===== src/hw/rtl/bcra_pkg.sv =====
// bcra_pkg: shared types and constants of the bitmap run allocator
// depends on nothing; imported by every module of the block

package bcra_pkg;

  localparam int OPCODE_W = 2;
  localparam int INDEX_W  = 10;
  localparam int LEN_W    = 11;
  localparam int STATUS_W = 2;

  localparam int CAPACITY_BITS_DEF = 1024;
  localparam int WORD_BITS_DEF     = 32;

  localparam logic [LEN_W-1:0] BITS_IN_USE_RST = 11'd1024;

  typedef enum logic [OPCODE_W-1:0] {
    OP_ALLOC = 2'd0,
    OP_SET   = 2'd1,
    OP_CLEAR = 2'd2,
    OP_READ  = 2'd3
  } op_e;

  typedef enum logic [STATUS_W-1:0] {
    STAT_OK     = 2'd0,
    STAT_NO_RUN = 2'd1,
    STAT_RANGE  = 2'd2
  } status_e;

  typedef enum logic [2:0] {
    ST_IDLE,
    ST_SCAN,
    ST_RANGE,
    ST_READ,
    ST_RESP
  } state_e;

  typedef struct packed {
    logic fits;
    logic at_hi;
  } seek_t;

endpackage


===== src/hw/rtl/bcra_bitmap.sv =====
// bcra_bitmap: word store of the usage bitmap, one write and one registered read a cycle
// per-word valid bits make unwritten words read as free; uses bcra_pkg

module bcra_bitmap
  import bcra_pkg::*;
#(
  parameter int WORD_BITS = WORD_BITS_DEF,
  parameter int WORDS     = CAPACITY_BITS_DEF / WORD_BITS_DEF,
  parameter int AW        = 5
) (
  input  logic                 clk_i,
  input  logic                 rst_ni,
  input  logic [AW-1:0]        rd_addr_i,
  output logic [WORD_BITS-1:0] rd_data_o,
  input  logic                 wr_en_i,
  input  logic [AW-1:0]        wr_addr_i,
  input  logic [WORD_BITS-1:0] wr_data_i
);

  logic [WORD_BITS-1:0] mem [WORDS];
  logic [WORDS-1:0]     vld_q;
  logic [WORD_BITS-1:0] data_q;
  logic                 rd_vld_q;

  always_ff @(posedge clk_i or negedge rst_ni) begin
    if (!rst_ni) begin
      vld_q    <= '0;
      rd_vld_q <= 1'b0;
    end else begin
      if (wr_en_i) begin
        vld_q[wr_addr_i] <= 1'b1;
      end
      rd_vld_q <= (int'(rd_addr_i) < WORDS) && vld_q[rd_addr_i];
    end
  end

  always_ff @(posedge clk_i) begin
    if (wr_en_i) begin
      mem[wr_addr_i] <= wr_data_i;
    end
    data_q <= mem[rd_addr_i];
  end

  assign rd_data_o = rd_vld_q ? data_q : '0;

endmodule


===== src/hw/rtl/bcra_seek.sv =====
// bcra_seek: shared word evaluator, finds the next used and next free slot in a word
// and builds the range write mask; uses bcra_pkg

module bcra_seek
  import bcra_pkg::*;
#(
  parameter int WORD_BITS = WORD_BITS_DEF,
  parameter int XW        = 12
) (
  input  logic [WORD_BITS-1:0] word_i,
  input  logic [XW-1:0]        pos_i,
  input  logic [XW-1:0]        cand_i,
  input  logic [XW-1:0]        hi_i,
  input  logic [XW-1:0]        len_i,
  output seek_t                flags_o,
  output logic [XW-1:0]        pos_next_o,
  output logic [XW-1:0]        cand_next_o,
  output logic [XW-1:0]        word_end_o,
  output logic [WORD_BITS-1:0] mask_o
);

  localparam int OW = $clog2(WORD_BITS);

  logic [OW-1:0]        off;
  logic [XW-1:0]        base;
  logic [XW-1:0]        q;
  logic [XW-1:0]        e;
  logic [XW-1:0]        nxt;
  logic [WORD_BITS-1:0] used_m;
  logic [WORD_BITS-1:0] free_m;
  logic                 q_has;
  logic                 z_has;
  logic [OW-1:0]        q_off;
  logic [OW-1:0]        z_off;

  always_comb begin
    off        = pos_i[OW-1:0];
    base       = {pos_i[XW-1:OW], {OW{1'b0}}};
    word_end_o = base + XW'(WORD_BITS);

    for (int i = 0; i < WORD_BITS; i++) begin
      used_m[i] = word_i[i] && (OW'(i) >= off);
      mask_o[i] = (OW'(i) >= off) && ((base + XW'(i)) < hi_i);
    end

    // first used slot at or after the scan position
    q_has = 1'b0;
    q_off = '0;
    for (int i = WORD_BITS - 1; i >= 0; i--) begin
      if (used_m[i]) begin
        q_has = 1'b1;
        q_off = OW'(i);
      end
    end

    // first free slot after that used slot
    for (int i = 0; i < WORD_BITS; i++) begin
      free_m[i] = !word_i[i] && (OW'(i) > q_off);
    end
    z_has = 1'b0;
    z_off = '0;
    for (int i = WORD_BITS - 1; i >= 0; i--) begin
      if (free_m[i]) begin
        z_has = 1'b1;
        z_off = OW'(i);
      end
    end

    q             = q_has ? (base + XW'(q_off)) : word_end_o;
    e             = (q < hi_i) ? q : hi_i;
    flags_o.fits  = (e >= cand_i) && ((e - cand_i) >= len_i);
    flags_o.at_hi = (q >= hi_i);

    nxt = z_has ? (base + XW'(z_off)) : word_end_o;
    if (q_has) begin
      pos_next_o  = nxt;
      cand_next_o = nxt;
    end else begin
      pos_next_o  = word_end_o;
      cand_next_o = cand_i;
    end
  end

endmodule


===== src/hw/rtl/bitmap_contiguous_run_allocator_unit.sv =====
// bitmap_contiguous_run_allocator_unit: top level, request sequencer and result register
// depends on bcra_pkg, bcra_bitmap and bcra_seek
//
// usage:
//   request channel (in_valid_i / in_ready_o) carries opcode_i, start_index_i and
//   run_length_i; the result channel (out_valid_o / out_ready_i) returns status_o,
//   result_index_o and bit_value_o, one result per request, in order.
//   cfg_we_i / cfg_wdata_i write bits_in_use; write only while no request is open.
//   one request is worked at a time; in_ready_o is high only when the sequencer is idle.
//   states from accept to result valid, in order:
//     rejected request: result state, then output register; read bit: read state first
//     set / clear range: one range state per word the range touches, then as above
//     allocate: scan steps, then range states for the words of the run; a scan step covers one bitmap
//     word, plus one extra step per used stretch met inside a word
//   the bitmap word store has one read and one write port, which sets the top
//   one-word-per-cycle pace of scan and range writes.
//   a finished result sits in the output register; while the receiver stalls, a
//   next request may be accepted and worked, and its result waits for the slot.
//   reset clears every slot to free and sets bits_in_use to 1024 at once.

module bitmap_contiguous_run_allocator_unit
  import bcra_pkg::*;
#(
  parameter int CAPACITY_BITS = CAPACITY_BITS_DEF,
  parameter int WORD_BITS     = WORD_BITS_DEF
) (
  input  logic                clk_i,
  input  logic                rst_ni,
  input  logic                in_valid_i,
  output logic                in_ready_o,
  input  logic [OPCODE_W-1:0] opcode_i,
  input  logic [INDEX_W-1:0]  start_index_i,
  input  logic [LEN_W-1:0]    run_length_i,
  output logic                out_valid_o,
  input  logic                out_ready_i,
  output logic [STATUS_W-1:0] status_o,
  output logic [INDEX_W-1:0]  result_index_o,
  output logic                bit_value_o,
  input  logic                cfg_we_i,
  input  logic [LEN_W-1:0]    cfg_wdata_i
);

  localparam int IW    = $clog2(CAPACITY_BITS + 1);
  localparam int XW    = ((IW > LEN_W) ? IW : LEN_W) + 1;
  localparam int OW    = $clog2(WORD_BITS);
  localparam int WORDS = (CAPACITY_BITS + WORD_BITS - 1) / WORD_BITS;
  localparam int AW    = (WORDS > 1) ? $clog2(WORDS) : 1;
  localparam logic [XW-1:0] CAP_X = XW'(CAPACITY_BITS);

  state_e               state_q, state_d;
  logic [XW-1:0]        p_q, p_d;
  logic [XW-1:0]        c_q, c_d;
  logic [XW-1:0]        hi_q, hi_d;
  logic [XW-1:0]        len_q, len_d;
  logic                 set_q, set_d;
  status_e              status_q, status_d;
  logic [INDEX_W-1:0]   res_q, res_d;
  logic                 bit_q, bit_d;
  logic [LEN_W-1:0]     biu_q;

  logic                 out_valid_q;
  logic [STATUS_W-1:0]  out_status_q;
  logic [INDEX_W-1:0]   out_index_q;
  logic                 out_bit_q;

  logic                 in_acc;
  logic                 resp_load;
  op_e                  op;
  logic [XW-1:0]        biu_x;
  logic [XW-1:0]        lim_x;
  logic [XW-1:0]        start_x;
  logic [XW-1:0]        len_x;
  logic [XW-1:0]        end_x;
  logic                 start_bad;
  logic                 len_bad;

  logic [WORD_BITS-1:0] rd_data;
  logic                 wr_en;
  logic [WORD_BITS-1:0] wr_data;
  seek_t                flags;
  logic [XW-1:0]        pos_next;
  logic [XW-1:0]        cand_next;
  logic [XW-1:0]        word_end;
  logic [WORD_BITS-1:0] mask;

  assign in_ready_o = (state_q == ST_IDLE);
  assign in_acc     = in_valid_i && in_ready_o;
  assign resp_load  = (state_q == ST_RESP) && (!out_valid_q || out_ready_i);

  assign op        = op_e'(opcode_i);
  assign biu_x     = XW'(biu_q);
  assign lim_x     = (biu_x > CAP_X) ? CAP_X : biu_x;
  assign start_x   = XW'(start_index_i);
  assign len_x     = XW'(run_length_i);
  assign end_x     = ((start_x + len_x) < lim_x) ? (start_x + len_x) : lim_x;
  assign start_bad = (start_x >= lim_x);
  assign len_bad   = (len_x == '0) || (len_x > CAP_X);

  bcra_bitmap #(
    .WORD_BITS (WORD_BITS),
    .WORDS     (WORDS),
    .AW        (AW)
  ) u_bitmap (
    .clk_i     (clk_i),
    .rst_ni    (rst_ni),
    .rd_addr_i (p_d[OW +: AW]),
    .rd_data_o (rd_data),
    .wr_en_i   (wr_en),
    .wr_addr_i (p_q[OW +: AW]),
    .wr_data_i (wr_data)
  );

  bcra_seek #(
    .WORD_BITS (WORD_BITS),
    .XW        (XW)
  ) u_seek (
    .word_i      (rd_data),
    .pos_i       (p_q),
    .cand_i      (c_q),
    .hi_i        (hi_q),
    .len_i       (len_q),
    .flags_o     (flags),
    .pos_next_o  (pos_next),
    .cand_next_o (cand_next),
    .word_end_o  (word_end),
    .mask_o      (mask)
  );

  // next state
  always_comb begin
    state_d = state_q;
    case (state_q)
      ST_IDLE: begin
        if (in_acc) begin
          if (start_bad) begin
            state_d = ST_RESP;
          end else if (op == OP_READ) begin
            state_d = ST_READ;
          end else if (len_bad) begin
            state_d = ST_RESP;
          end else if (op == OP_ALLOC) begin
            state_d = ST_SCAN;
          end else begin
            state_d = ST_RANGE;
          end
        end
      end
      ST_SCAN: begin
        if (flags.fits) begin
          state_d = ST_RANGE;
        end else if (flags.at_hi) begin
          state_d = ST_RESP;
        end
      end
      ST_RANGE: begin
        if (word_end >= hi_q) begin
          state_d = ST_RESP;
        end
      end
      ST_READ: begin
        state_d = ST_RESP;
      end
      ST_RESP: begin
        if (resp_load) begin
          state_d = ST_IDLE;
        end
      end
      default: begin
        state_d = ST_IDLE;
      end
    endcase
  end

  // datapath and store control
  always_comb begin
    p_d      = p_q;
    c_d      = c_q;
    hi_d     = hi_q;
    len_d    = len_q;
    set_d    = set_q;
    status_d = status_q;
    res_d    = res_q;
    bit_d    = bit_q;
    wr_en    = 1'b0;
    wr_data  = set_q ? (rd_data | mask) : (rd_data & ~mask);
    case (state_q)
      ST_IDLE: begin
        if (in_acc) begin
          p_d      = start_x;
          c_d      = start_x;
          len_d    = len_x;
          set_d    = (op != OP_CLEAR);
          res_d    = start_index_i;
          bit_d    = 1'b0;
          hi_d     = (op == OP_ALLOC) ? lim_x : end_x;
          status_d = (start_bad || ((op != OP_READ) && len_bad)) ? STAT_RANGE : STAT_OK;
        end
      end
      ST_SCAN: begin
        if (flags.fits) begin
          p_d   = c_q;
          hi_d  = c_q + len_q;
          res_d = c_q[INDEX_W-1:0];
        end else if (flags.at_hi) begin
          status_d = STAT_NO_RUN;
        end else begin
          p_d = pos_next;
          c_d = cand_next;
        end
      end
      ST_RANGE: begin
        wr_en = 1'b1;
        p_d   = word_end;
      end
      ST_READ: begin
        bit_d = rd_data[p_q[OW-1:0]];
      end
      ST_RESP: begin
      end
      default: begin
      end
    endcase
  end

  always_ff @(posedge clk_i or negedge rst_ni) begin
    if (!rst_ni) begin
      state_q     <= ST_IDLE;
      biu_q       <= BITS_IN_USE_RST;
      out_valid_q <= 1'b0;
    end else begin
      state_q <= state_d;
      if (cfg_we_i) begin
        biu_q <= cfg_wdata_i;
      end
      if (resp_load) begin
        out_valid_q <= 1'b1;
      end else if (out_ready_i) begin
        out_valid_q <= 1'b0;
      end
    end
  end

  always_ff @(posedge clk_i) begin
    p_q      <= p_d;
    c_q      <= c_d;
    hi_q     <= hi_d;
    len_q    <= len_d;
    set_q    <= set_d;
    status_q <= status_d;
    res_q    <= res_d;
    bit_q    <= bit_d;
    if (resp_load) begin
      out_status_q <= status_q;
      out_index_q  <= res_q;
      out_bit_q    <= bit_q;
    end
  end

  assign out_valid_o    = out_valid_q;
  assign status_o       = out_status_q;
  assign result_index_o = out_index_q;
  assign bit_value_o    = out_bit_q;

endmodule


===== config.mk =====
export PLATFORM = sky130hd
export DESIGN_NAME = bitmap_contiguous_run_allocator_unit
export DESIGN_NICKNAME = d
export VERILOG_FILES = /design/src/hw/rtl/bcra_pkg.sv /design/src/hw/rtl/bcra_bitmap.sv /design/src/hw/rtl/bcra_seek.sv /design/src/hw/rtl/bitmap_contiguous_run_allocator_unit.sv
export SDC_FILE = /design/constraint.sdc
export NUM_CORES = 2
export LEC_CHECK = 0
export BUFFER_PORTS_ARGS = -buffer_cell sky130_fd_sc_hd__buf_2
export CORE_UTILIZATION = 65
export CTS_BUF_LIST = sky130_fd_sc_hd__clkbuf_16
export DETAILED_ROUTE_END_ITERATION = 7
export GPL_TIMING_DRIVEN = 0
export PLACE_DENSITY = 0.82
export SLEW_MARGIN = 20
export SYNTH_ARGS = -nofsm -noshare
export SYNTH_HDL_FRONTEND = slang
export SYNTH_SLANG_ARGS = --single-unit

===== constraint.sdc =====
create_clock -name clk_i -period 16.8 [get_ports clk_i]
set_clock_uncertainty 0.15 [all_clocks]
set_input_delay 0 -clock clk_i [delete_from_list [all_inputs] [get_ports clk_i]]
set_output_delay 0 -clock clk_i [all_outputs]
set_load 0.05 [all_outputs]

==> summary.md <==
| Metric | Value |
|---|---|
| WL final | 181900 um |
| Largest stage delay, worst path | 0.84 ns |
| Full die area | 0.08267 mm2 |
| Hold Fails Final Rpt | 0 |
| Status | complete, no violations |
| Most common flop cell mapped by yosys | edfxtp_1 |
| Storage cell area | 0.03476 mm2 |
| Hold_ws | 0.02991 ns |
| DRT antenna net count | 0 |
| R2R Path End | u_bitmap.data_q[29]$_DFF_P_ |
| Post-synth top area share | 61.94% |
| Synth cell types | 90 |
| Final Wtd Congestion | 1.060 |
| Setup CP Type | reg2reg |
| Seq/Total Area, Yosys | 65.60% |
| Tmin final | 13.47 ns |
| Final period util | 80.21% |
| DRC | 0 |
| Largest net degree at the start of global routing | 48 |
| Max clock buf depth | 3 |
| Vias per cell | 7.172 |
| Filler Cells Inserted | 4767 |
| RSZ-0062 raised after global routing | no |
| Synth cell count leaders | edfxtp_1 (1093), nand2_1 (620), and3_1 (375), a211oi_1 (314), clkbuf_1 (189) |
| Syn nets | 4383 |
| Row Count | 104 |
| Maximum fanout along the worst path | 10 |
| Max Cap Viol | 0 |
| DR iter-0 viols | 7204 |
| Reg clk slew, reported paths | 0.07 ns |
| Clock Sinks | 1178 |
| CTS tree | done |
| Yosys top cell by area | edfxtp_1 |
| Worst setup path end | u_bitmap.data_q[29]$_DFF_P_ |
| Chip width | 287.5 um |
| RR Startpoint | p_q[3]$_DFFE_PP_ |
| Min-Delay Path Class | in2reg |
| First-pass detailed-route iteration total | 8 |
| First-pass GRT wire length | 261400 um |
| H-tree levels | 3 |
| Post-Syn Area | 0.05299 mm2 |
| CP startpoint kind | flip-flop |
| FFs w/ async S/R, synth | 4.075% |
| Slew HR | 25.04% |
| # IOs | 54 |
| Multi-input gate area | 0.01730 mm2 |
| Setup violations, final | 0 |
| Remaining global-route overflow | 0 |
| Total number of vias | 41153 |
| CTS buffer count | 114 |
| GRT Util Overall | 43.96% |
| Number of nets in the layout | 4712 |
| CTS resizes | 0 |
| Worst Tran Pin Value | 1.124 ns |
| CP max stage cell | o221ai_2 |
| #FFs+latches synth | 1178 |
| Initial Util | 65.79% |
| Max-slew violations | 0 |
| Root buffer cell | clkbuf_16 |
| Final WS setup | 3.325 ns |
| Number of flops mapped to enable cells by yosys | 1093 |
| Synth warn | 0 |
| Most instantiated library cell after synthesis | edfxtp_1 |
| R2R depth | 40 |
| Final core occ | 76.00% |
| Synth Instances | 4246 |
| Worst Setup End Kind | flip-flop |
| Req. time, crit path | 17.14 ns |
| Detailed placement HPWL | 126800 um |
| Area contributors post-synth | edfxtp_1 (62%), a211oi_1 (4.4%), and3_1 (4.4%) |
| Initial antenna violation count | 11 |
| Pre-CTS setup slack | 4.096 ns |
| Worst path arrival time | 13.81 ns |
| Area grow syn2layout | 15.51% |
| Total negative slack | 0 ns |
| Vert. Die Dim | 287.5 um |
| Flop2flop setup slack | 3.33 ns |
| Number of port buffers | 53 |
| Layout cell share with drive strength beyond 1 | 11.86% |
| Syn avg cell area | 12.48 um2 |
| Max frequency | 74.21 MHz |
| Vias in the first global route | 39509 |
| Most common cell on crit path | a21oi_1 |
| Clock Latency Late Sink | 0.72 ns |
| Wire per inst | 31.70 um |
| Crit path from | p_q[3]$_DFFE_PP_ |
| Core area | 0.08055 mm2 |
==> placed cells by master (no fill, tap or decap), types with 91 or more instances in the layout <==
cell / n
edfxtp_1: 1093
nand2_1: 620
and3_1: 375
a211oi_1: 314
clkbuf_1: 187
a21oi_1: 159
o21bai_1: 145
buf_2: 132
clkbuf_16: 117
a31oi_1: 113
ha_1: 95
inv_1: 93
nor2_1: 91
==> routing by layer <==
metal | GRT usage (%) | wire, um | vias up
li1 | - | - | 16968
met1 | 57.81 | 61830 | 19830
met2 | 63.98 | 78390 | 3650
met3 | 15.10 | 28840 | 689
met4 | 25.15 | 12590 | 16
met5 | 0 | 241 | -
==> cell type report <==
class | count | area share (%)
repair buffers | 213 | 4.288
inverters | 81 | 0.4987
plain buffers | 295 | 2.064
clock buffers | 117 | 4.783
clock inverters | 96 | 1.118
diodes | 6 | 0.02453
flip-flops and latches | 1178 | 56.79
multi-input cells | 2692 | 28.26
well taps | 1060 | 2.167
==> how the worst min path moves through the flow <==
stage	start	endpoint	slack (ns)	cells past startpoint
floorplan	rst_ni	biu_q[0]$_DFFE_PN0P_	-0.45	0
detailed placement	rst_ni	u_bitmap.vld_q[12]$_DFFE_PN0P_	-0.05	1
global route	out_ready_i	out_valid_o$_DFFE_PN0P_	0.04	4
global placement	cfg_wdata_i[10]	biu_q[10]$_DFFE_PN1P_	0.08	3
CTS	out_ready_i	out_valid_o$_DFFE_PN0P_	0.005	4
finish	out_ready_i	out_valid_o$_DFFE_PN0P_	0.03	4
==> state kept, by name, indices dropped and copies added (netlist names), 2 cells and up <==
name             count
biu_q               11
c_q                 12
hi_q                12
len_q               11
p_q                 12
res_q               10
result_index_o      10
state_q              3
status_o             2
status_q             2
u_bitmap.data_q     32
u_bitmap.mem      1024
u_bitmap.vld_q      32
==> critical path: cells and delay by family (launching register included) <==
family | cells | cell delay (ns)
flops | 1 | 0.53
fa+ha+maj | 4 | 0.98
compound gates | 20 | 5.50
buf+inv | 5 | 1.86
simple gates | 9 | 3.61
xor+xnor | 1 | 0.17
mux | 1 | 0.43
==> what timing repair did <==
action | in CTS | in global routing
endpoints found under the hold margin | 122 | 0
setup buffers | 0 | 0
hold buffers | 77 | 0
==> cells by family (layout without fill, tap and decap cells) <==
logic type / count (synthesis) / after routing / synth area share [%]
simple gates: 1428 / 1428 / 13.29
other cells: 0 / 6 / 0
xor+xnor: 41 / 41 / 0.6776
compound gates: 1079 / 1079 / 14.00
flops: 1178 / 1178 / 65.60
buf+inv: 376 / 802 / 2.956
fa+ha+maj: 98 / 98 / 2.356
mux: 46 / 46 / 1.112
==> through the flow <==
| step | instance area, um2 | std cells |
|---|---|---|
| final | 61210 | 5738 |
| after detailed placement | 56780 | 5442 |
| after floorplan | 52990 | 4246 |
| after CTS | 61180 | 5732 |
| after global routing | 61200 | 5733 |
| after global placement | 54580 | 5359 |
Power is left out: the tool's default activity adds up to more than one toggle a clock period on the data nets, which glitch-free logic cannot reach.
